File: config.mk
export PLATFORM = sky130hd
export DESIGN_NAME = websocket_client_text_framer_core
export DESIGN_NICKNAME = d
export VERILOG_FILES = /design/src/wsctf_pkg.sv /design/src/websocket_client_text_framer_core.sv
export SDC_FILE = /design/constraint.sdc
export NUM_CORES = 1
export LEC_CHECK = 0
export CAP_MARGIN = 5
export CORE_MARGIN = 2
export CORE_UTILIZATION = 58
export DETAILED_ROUTE_END_ITERATION = 7
export DONT_BUFFER_PORTS = 1
export PLACE_DENSITY = 0.76
export SLEW_MARGIN = 20
export SYNTH_ARGS = -nofsm -noshare
export SYNTH_HDL_FRONTEND = slang
export SYNTH_SLANG_ARGS = --single-unit
File: constraint.sdc
create_clock -name i_clk -period 6 [get_ports i_clk]
set_clock_uncertainty 0.1 [all_clocks]
set_input_delay 0.3 -clock i_clk [delete_from_list [all_inputs] [get_ports i_clk]]
set_output_delay 0.3 -clock i_clk [all_outputs]
set_load 0.02 [all_outputs]
File: src/wsctf_pkg.sv
// Package for the WebSocket client text framer.
// Holds the item structs, the header constants and the masking key byte select.
// No dependencies.
package wsctf_pkg;

    localparam logic [7:0]  HDR_TEXT_FIN   = 8'h81;
    localparam logic [7:0]  HDR_MASK_BIT   = 8'h80;
    localparam logic [15:0] LEN_SHORT_MAX  = 16'd125;
    localparam logic [6:0]  LEN_EXT16_CODE = 7'd126;
    localparam logic [3:0]  HDR_LEN_SHORT  = 4'd6;
    localparam logic [3:0]  HDR_LEN_EXT16  = 4'd8;
    localparam logic [3:0]  KEY_OFS_SHORT  = 4'd2;
    localparam logic [3:0]  KEY_OFS_EXT16  = 4'd4;
    localparam logic [3:0]  SUB_MAX        = 4'd8;

    typedef struct packed {
        logic [7:0]  payload_byte;
        logic        first;
        logic [16:0] msg_length;
        logic [31:0] mask_key;
    } t_in_item;

    typedef struct packed {
        logic [7:0] out_byte;
        logic       frame_end;
        logic       rejected;
    } t_out_item;

    function automatic logic [7:0] key_byte(input logic [31:0] key, input logic [1:0] idx);
        logic [7:0] b;
        case (idx)
            2'd0: b = key[31:24];
            2'd1: b = key[23:16];
            2'd2: b = key[15:8];
            2'd3: b = key[7:0];
            default: b = key[31:24];
        endcase
        return b;
    endfunction

endpackage

File: src/websocket_client_text_framer_core.sv
// WebSocket client text framer: builds masked client text frames byte by byte.
// An accepted item waits in the input register; its results go to the output register.
// Throughput: one payload item per cycle unless the output stalls; a first item holds the input
// for its 6 to 9 frame results, or 1 when rejected; items with no result pass without output.
// Reset: synchronous active low; clears both registers' valid flags and the message state.
// Depends on wsctf_pkg.
module websocket_client_text_framer_core (
    input  logic                  i_clk,
    input  logic                  i_rst_n,
    input  logic                  i_in_valid,
    input  wsctf_pkg::t_in_item   i_in_item,
    output logic                  o_in_stall,
    output logic                  o_out_valid,
    output wsctf_pkg::t_out_item  o_out_item,
    input  logic                  i_out_stall
);

    logic                 r_in_valid;
    wsctf_pkg::t_in_item  r_in;
    logic [3:0]           r_sub;
    logic [15:0]          r_pos;
    logic [15:0]          r_len;
    logic [31:0]          r_key;
    logic                 r_dropping;
    logic                 r_out_valid;
    wsctf_pkg::t_out_item r_out;

    logic [3:0]           n_sub;
    logic [15:0]          n_pos;
    logic [15:0]          n_len;
    logic [31:0]          n_key;
    logic                 n_dropping;

    logic                 out_free;
    logic                 len_ok;
    logic                 len_short;
    logic                 len_zero;
    logic [3:0]           hdr_len;
    logic [3:0]           n_res;
    logic [3:0]           key_ofs;
    logic [3:0]           key_sel;
    logic                 has_res;
    logic                 last_res;
    logic                 emit;
    logic                 consume;
    logic [15:0]          pos_inc;
    wsctf_pkg::t_out_item res;

    assign out_free  = !r_out_valid || !i_out_stall;
    assign len_ok    = !r_in.msg_length[16];
    assign len_short = r_in.msg_length[15:0] <= wsctf_pkg::LEN_SHORT_MAX;
    assign len_zero  = r_in.msg_length[15:0] == 16'd0;
    assign hdr_len   = len_short ? wsctf_pkg::HDR_LEN_SHORT : wsctf_pkg::HDR_LEN_EXT16;
    assign key_ofs   = len_short ? wsctf_pkg::KEY_OFS_SHORT : wsctf_pkg::KEY_OFS_EXT16;
    assign key_sel   = r_sub - key_ofs;
    assign pos_inc   = r_pos + 16'd1;

    always_comb begin
        if (r_in.first) begin
            if (!len_ok) begin
                n_res = 4'd1;
            end else begin
                n_res = hdr_len + {3'd0, !len_zero};
            end
        end else begin
            n_res = (!r_dropping && (r_pos < r_len)) ? 4'd1 : 4'd0;
        end
    end

    assign has_res  = r_sub < n_res;
    assign last_res = (r_sub + 4'd1) >= n_res;
    assign emit     = r_in_valid && has_res && out_free;
    assign consume  = r_in_valid && (!has_res || (emit && last_res));
    assign o_in_stall = r_in_valid && !consume;

    always_comb begin
        res = '0;
        if (r_in.first) begin
            if (!len_ok) begin
                res.rejected = 1'b1;
            end else if (r_sub == 4'd0) begin
                res.out_byte = wsctf_pkg::HDR_TEXT_FIN;
            end else if (r_sub == 4'd1) begin
                res.out_byte = len_short ? (wsctf_pkg::HDR_MASK_BIT | r_in.msg_length[7:0])
                             : (wsctf_pkg::HDR_MASK_BIT | {1'b0, wsctf_pkg::LEN_EXT16_CODE});
            end else if (!len_short && r_sub == 4'd2) begin
                res.out_byte = r_in.msg_length[15:8];
            end else if (!len_short && r_sub == 4'd3) begin
                res.out_byte = r_in.msg_length[7:0];
            end else if (r_sub < hdr_len) begin
                res.out_byte  = wsctf_pkg::key_byte(r_in.mask_key, key_sel[1:0]);
                res.frame_end = len_zero && (key_sel[1:0] == 2'd3);
            end else begin
                res.out_byte  = r_in.payload_byte ^ r_in.mask_key[31:24];
                res.frame_end = r_in.msg_length[15:0] == 16'd1;
            end
        end else begin
            res.out_byte  = r_in.payload_byte ^ wsctf_pkg::key_byte(r_key, r_pos[1:0]);
            res.frame_end = pos_inc == r_len;
        end
    end

    always_comb begin
        n_sub      = r_sub;
        n_pos      = r_pos;
        n_len      = r_len;
        n_key      = r_key;
        n_dropping = r_dropping;
        if (consume) begin
            n_sub = 4'd0;
            if (r_in.first) begin
                if (!len_ok) begin
                    n_pos      = 16'd0;
                    n_len      = 16'd0;
                    n_dropping = 1'b1;
                end else begin
                    n_pos      = {15'd0, !len_zero};
                    n_len      = r_in.msg_length[15:0];
                    n_key      = r_in.mask_key;
                    n_dropping = 1'b0;
                end
            end else if (has_res) begin
                n_pos = pos_inc;
            end
        end else if (emit) begin
            n_sub = r_sub + 4'd1;
        end
    end

    always_ff @(posedge i_clk) begin
        if (!i_rst_n) begin
            r_in_valid  <= 1'b0;
            r_sub       <= 4'd0;
            r_pos       <= 16'd0;
            r_len       <= 16'd0;
            r_key       <= 32'd0;
            r_dropping  <= 1'b0;
            r_out_valid <= 1'b0;
        end else begin
            if (!o_in_stall) begin
                r_in_valid <= i_in_valid;
            end
            r_sub      <= n_sub;
            r_pos      <= n_pos;
            r_len      <= n_len;
            r_key      <= n_key;
            r_dropping <= n_dropping;
            if (out_free) begin
                r_out_valid <= emit;
            end
        end
    end

    always_ff @(posedge i_clk) begin
        if (!o_in_stall && i_in_valid) begin
            r_in <= i_in_item;
        end
        if (emit) begin
            r_out <= res;
        end
    end

    assign o_out_valid = r_out_valid;
    assign o_out_item  = r_out;

    a_reject_zero: assert property (@(posedge i_clk) disable iff (!i_rst_n)
        (o_out_valid && o_out_item.rejected) |-> (o_out_item.out_byte == 8'd0 &&
        !o_out_item.frame_end))
        else $error("rejected item carries data");

    a_stall_needs_item: assert property (@(posedge i_clk) disable iff (!i_rst_n)
        o_in_stall |-> r_in_valid)
        else $error("input stalled with empty input register");

    a_sub_bound: assert property (@(posedge i_clk) disable iff (!i_rst_n)
        r_sub <= wsctf_pkg::SUB_MAX)
        else $error("result index out of range");

    a_no_overwrite: assert property (@(posedge i_clk) disable iff (!i_rst_n)
        (o_out_valid && i_out_stall) |=> (o_out_valid && $stable(o_out_item)))
        else $error("stalled result overwritten");

endmodule

== Yosys cells after proc, flatten, opt, wreduce, memory -nomap -nowiden ==
Index checks and enable logic that the tools add are counted.

* Bits in registers: 139
* Bits of input ports: 62
* Word-level logic and storage cells: 92

* Add/subtract/negate cells: 4
* $lt $le $gt $ge: 5
* Equal/unequal tests: 11
* Mux-type cells: 25
* Bitwise operators: 4
* Reductions and logical operators: 29

{| class="wikitable"
|+ Operators with widths
! kind !! count
|-
| case mux 8 bit (4 select lines) || 2
|-
| two-way mux 16 bit || 3
|-
| two-way mux 8 bit || 5
|-
| two-way mux 9 bit || 3
|-
| adder 16 x 1 -> 16 bit (second input constant) || 1
|-
| equality test 16 x 1 -> 1 bit (second input constant) || 1
|-
| equality test 16 bit || 1
|-
| less-or-equal comparator 16 x 7 -> 1 bit (second input constant) || 1
|-
| zero test 16 bit || 1
|-
| less-than comparator 16 bit || 1
|-
| XOR 8 bit || 2
|-
| two-way mux 4 bit || 3
|-
| logical AND 1 bit || 10
|-
| equality test 2 bit (second input constant) || 4
|-
| equality test 4 x 2 -> 1 bit (second input constant) || 2
|-
| zero test 1 bit || 8
|-
| less-than comparator 4 bit || 2
|-
| two-way mux 1 bit || 7
|-
| two-way mux 7 bit || 1
|-
| adder 4 x 1 -> 4 bit || 1
|-
| adder 4 x 1 -> 4 bit (second input constant) || 1
|-
| equality test 2 x 1 -> 1 bit (second input constant) || 2
|-
| equality test 4 x 1 -> 1 bit (second input constant) || 1
|-
| greater-or-equal comparator 4 bit || 1
|-
| other kinds (10) || 14
|}

== Longest topological paths before layout ==
* Depth after elaboration: 15
* Depth in mapped cells: 18
* Gate-level depth less buffers: 15

== Least setup slack after synthesis ==
OpenSTA, ideal clock, no wires.

* Path type: register -> register
* Start point: register r_in[41] in the netlist's numbering
* End point: register r_in[0] in the netlist's numbering, enable pin
* Setup time: 0.480 ns
* Arrival time: 5.206 ns
* Path slack: 0.214 ns
* Stages on the path, launching flop included: 12
* Period minus slack after synthesis: 5.786 ns
* Path through: edfxtp_1 -> nor4_1 -> nand3_1 -> or4_1 -> o22ai_1 -> a211oi_1 -> ha_1 -> a21bo_2 -> a21oi_1 -> o21a_1 -> nor4b_1 -> nor2b_1

* Cells in the longest elaborated chain, start to end: 15

{| class="wikitable"
|+ Ends and longest elaborated chain
! what !! RTL line !! source
|-
| start, declared || websocket_client_text_framer_core.sv:19 || <nowiki>wsctf_pkg::t_in_item r_in;</nowiki>
|-
| start signal, assigned || websocket_client_text_framer_core.sv:156 || <nowiki>r_in <= i_in_item;</nowiki>
|-
| less-or-equal comparator 16 x 7 -> 1 bit or zero test 16 bit (tied branches) || websocket_client_text_framer_core.sv:51, websocket_client_text_framer_core.sv:52 ||
|-
| two-way mux 4 bit or zero test 1 bit (tied branches) || websocket_client_text_framer_core.sv:53, websocket_client_text_framer_core.sv:63 ||
|-
| adder 4 x 1 -> 4 bit (*) || websocket_client_text_framer_core.sv:63 || <nowiki>n_res = hdr_len + {3'd0, !len_zero};</nowiki>
|-
| two-way mux 4 bit (*) || websocket_client_text_framer_core.sv:60 || <nowiki>if (!len_ok) begin</nowiki>
|-
| two-way mux 4 bit (*) || websocket_client_text_framer_core.sv:59 || <nowiki>if (r_in.first) begin</nowiki>
|-
| less-than comparator 4 bit || websocket_client_text_framer_core.sv:70 || <nowiki>assign has_res = r_sub < n_res;</nowiki>
|-
| logical AND 1 bit (2 in series) || websocket_client_text_framer_core.sv:72 || <nowiki>assign emit = r_in_valid && has_res && out_free;</nowiki>
|-
| logical AND 1 bit || websocket_client_text_framer_core.sv:73 || <nowiki>assign consume = r_in_valid && (!has_res || (emit && last_res));</nowiki>
|-
| logical OR 1 bit (*) || websocket_client_text_framer_core.sv:73 ||
|-
| logical AND 1 bit (*) || websocket_client_text_framer_core.sv:73 ||
|-
| zero test 1 bit (*) || websocket_client_text_framer_core.sv:74 || <nowiki>assign o_in_stall = r_in_valid && !consume;</nowiki>
|-
| logical AND 1 bit (*) || websocket_client_text_framer_core.sv:74 ||
|-
| via o_in_stall || websocket_client_text_framer_core.sv:12 || <nowiki>output logic o_in_stall,</nowiki>
|-
| zero test 1 bit (*) || websocket_client_text_framer_core.sv:155 || <nowiki>if (!o_in_stall && i_in_valid) begin</nowiki>
|-
| logical AND 1 bit (*) || websocket_client_text_framer_core.sv:155 ||
|}

Mark *: on every way through the listed nets, which the timed path passes. The rest lies on a longest branch.
A chain may end at the register's enable or synchronous reset.

== Final worst setup path ==
* Start point: register r_in[49] in the netlist's numbering
* End point: register r_pos[15]

* Cells in the longest elaborated chain, start to end: 8

{| class="wikitable"
|+ Ends and longest elaborated chain
! what !! RTL line !! source
|-
| two-way mux 4 bit || websocket_client_text_framer_core.sv:59 ||
|-
| less-than comparator 4 bit || websocket_client_text_framer_core.sv:70 ||
|-
| logical AND 1 bit (2 in series) || websocket_client_text_framer_core.sv:72 ||
|-
| logical AND 1 bit || websocket_client_text_framer_core.sv:73 ||
|-
| logical OR 1 bit || websocket_client_text_framer_core.sv:73 ||
|-
| logical AND 1 bit || websocket_client_text_framer_core.sv:73 ||
|-
| AND reduction 2 bit (no line) || - ||
|-
| end signal, assigned || websocket_client_text_framer_core.sv:144 || <nowiki>r_pos <= n_pos;</nowiki>
|-
| end, declared || websocket_client_text_framer_core.sv:21 || <nowiki>logic [15:0] r_pos;</nowiki>
|}

Parallel ways exist; a longest one is shown, timed or not.

==> results by group <==
Route
  – Via count: 5,877
  – Number of DRC markers in iteration 0: 710
  – WL per Instance: 19.7 um
  – Via/cell ratio: 6.24
  – Remaining antenna violation count after routing: 0
  – DRT Pass-1 Iters: 5
  – Residual DRC: 0
  – Total wire length: 18,600 um

Cells and area
  – Post-route cell area: 8570 um2
  – Diode count: 0
  – Layout area overhead: 17.8%
  – Most common cell after layout, fill and taps aside: nand2_1
  – Commonest non-fill, non-tap cells in the layout: nand2_1, dfxtp_1, edfxtp_1
  – Final nets: 858
  – Layout cells sized above 1: 11.8%

Global routing
  – Initial antenna violation count: 0
  – First-pass GRT wire length: 29,400 um
  – GRT Util Overall: 29.1%
  – Vias in the first global route: 5,720
  – Largest net degree at the start of global routing: 71
  – Total gr overflow: 0

Power
  – Tot Pwr: 0.00247 W
  – Pwr/cell area: 289 nW/um2
  – Peak supply drop: 235 uV
  – Pint: 0.00186 W
  – Sw Pwr: 0.000615 W
  – Net Sw Frac: 24.9%
  – Part of the power in registers: 44.9%
  – P_leak: 3.09 nW
  – Clock share of power: 44.9%
  – Logic pwr share: 10.2%

STA
  – Slew @ Worst Pin: 1.05 ns
  – Final Hold Violating Endpoints: 0
  – Slew Limit Headroom: 29.6%
  – Fmax: 0.225 GHz
  – RSZ-0062 raised after global routing: no
  – Max Slew Vio Count: 0
  – Finish-stage setup viols: 0
  – Setup TNS: 0 ns
  – Worst hold slack: 0.0397 ns
  – Fin crit period: 4.44 ns
  – Fin crit share: 73.9%

Hold path
  – Min-delay worst type: in2reg
  – Worst Hold End: o_out_valid
  – Hold wc startpoint: i_out_stall
  – Hold Path Depth: 2

Synthesis
  – Syn_nets: 822
  – Ys Warns: 0
  – EDFF count, synth: 68
  – Synth Area per Inst: 10.0 um2
  – Top_reg_cell synth: dfxtp_1
  – Synthesis-stage register bit count: 139
  – Yosys cell types: 66
  – Post-Syn Area: 7280 um2
  – Mapped Cells: 725
  – Sequential element share of the synthesized area: 47.6%
  – Fraction of registers with async set/reset: 0%

CTS
  – CTS resizes: 0
  – Clock Latency Late Sink: 0.42 ns
  – CTS root buffer: clkbuf_16
  – Post-CTS Hold Buffers: 60
  – CTS buffer count: 17
  – CTS tree: built
  – Clock sink count: 139
  – CTS Buffer Depth: 2
  – CTS H-Tree Depth: 4
  – CTS clock-pin slew for the worst setup and hold paths: 0.06 ns
  – Total setup buffers inserted after CTS: 0

Setup path
  – Reg-to-reg endpoint: r_pos[15]
  – Reg2Reg Depth: 9
  – Arrival time worst endpoint: 4.70 ns
  – Critical setup path kind: reg2reg
  – Worst reg-to-reg setup slack: 1.56 ns
  – Req. time, crit path: 6.26 ns
  – Critical path launch point type: flip-flop
  – Crit-path max FO: 20
  – Reg2reg start: r_in[49]
  – Crit end category: flip-flop

Place
  – Port-buffer cells: 0
  – Final HPWL DP: 11,800 um
  – DP Area: 7330 um2
  – GP Congestion: 0.974

Floorplanning
  – Row cnt: 40
  – I/O Pins: 74
  – Die height: 116 um
  – Die width: 116 um
  – Initial Util: 60.1%
  – Die area: 13,500 um2
  – CORE AREA: 12,100 um2

Job
  – Max_cap viols: 0

Status
  – Status: complete, no violations
critical path, cell delays in order (launching register included):
cell      delay, ns
edfxtp_1       0.78
nor2b_1        0.57
nand2_1        0.25
ha_1           0.34
nor2b_4        0.13
o21a_1         0.16
o21a_1         0.30
or3_2          0.73
nor2_1         0.72
a221o_1        0.28
flip-flops by register name (all words and copies together) (netlist names):
register and flops:
o_out_item 10, o_out_valid 1, r_dropping 1, r_in 58, r_in_valid 1, r_key 32, r_len 16, r_pos 16
r_sub 4
power by group through the flow:
stage / combinational [W] / sequential, W / clock, W
floorplan: 0.000176 / 0.00111 / 0
global placement: 0.000201 / 0.00112 / 0
detailed placement: 0.000204 / 0.00113 / 0
CTS: 0.000246 / 0.00111 / 0.00111
global route: 0.000275 / 0.00111 / 0.00117
finish: 0.000253 / 0.00111 / 0.00111
stage by stage:
stage / std cells / util, % / setup WS (ns)
4_1_cts: 942 / 70.8 / 1.65
2_1_floorplan: 725 / - / 0.214
6_report: 942 / 70.8 / 1.56
3_5_place_dp: 850 / 60.5 / 1.68
5_1_grt: 942 / 70.8 / 1.24
3_3_place_gp: 850 / 60.5 / 1.75
cell families after synthesis:
logic type	Yosys count	synth area share, %
muxes	27	4.95
and+or+nand+nor	254	17.8
DFF	139	47.6
buffers and inverters	75	4.45
adders and majority gates	35	6.02
AOI/OAI and AO/OA	154	14.3
xor gates and xnor gates	41	4.93
synthesized netlist by cell type (6+ instances only):
library cell / n / area [um2]
a21oi_1: 28 / 140
a222oi_1: 8 / 80.1
clkbuf_1: 34 / 128
dfxtp_1: 71 / 1420
edfxtp_1: 68 / 2040
ha_1: 35 / 438
inv_1: 28 / 105
mux2_2: 12 / 135
mux2i_1: 9 / 90.1
mux4_2: 6 / 135
nand2_1: 87 / 327
nand3_1: 46 / 230
nand4_1: 8 / 50.1
nor2_1: 30 / 113
nor2b_1: 7 / 43.8
nor3_1: 18 / 90.1
nor4_1: 9 / 56.3
o21ai_0: 56 / 280
or3b_2: 14 / 123
xnor2_1: 26 / 228
xor2_1: 15 / 131
metal layers:
| layer | routed length, um | up-vias | GRT usage, % | share of wire [%] |
|---|---|---|---|---|
| li1 | - | 2741 | - | - |
| met1 | 7180 | 2802 | 34.3 | 39 |
| met2 | 9690 | 288 | 50.3 | 52 |
| met3 | 1190 | 46 | 7.95 | 6.4 |
| met4 | 524 | 0 | 12.5 | 2.8 |
| met5 | 0 | - | 0 | 0 |
how the worst max path moves through the flow:
| stage | cells past startpoint | slack (ns) | end | startpoint |
|---|---|---|---|---|
| after floorplan | 11 | 0.21 | r_in[0] | r_in[41] |
| after global placement | 11 | 1.75 | o_out_item[6] | r_in[41] |
| after detailed placement | 11 | 1.68 | r_pos[15] | r_in[41] |
| after CTS | 11 | 1.65 | r_pos[15] | r_in[41] |
| after global routing | 11 | 1.24 | r_pos[15] | r_in[41] |
| final | 9 | 1.56 | r_pos[15] | r_in[49] |
final cells by class:
type,instances,area (um2)
fill,850,3540
multi-input combinational,511,3520
sequential,139,3460
timing repair buffer,63,641
clock buffer,22,474
tap,168,210
clock inverter,10,153
inverter,29,109
No activity file was read; power rests on OpenSTA's default activity.
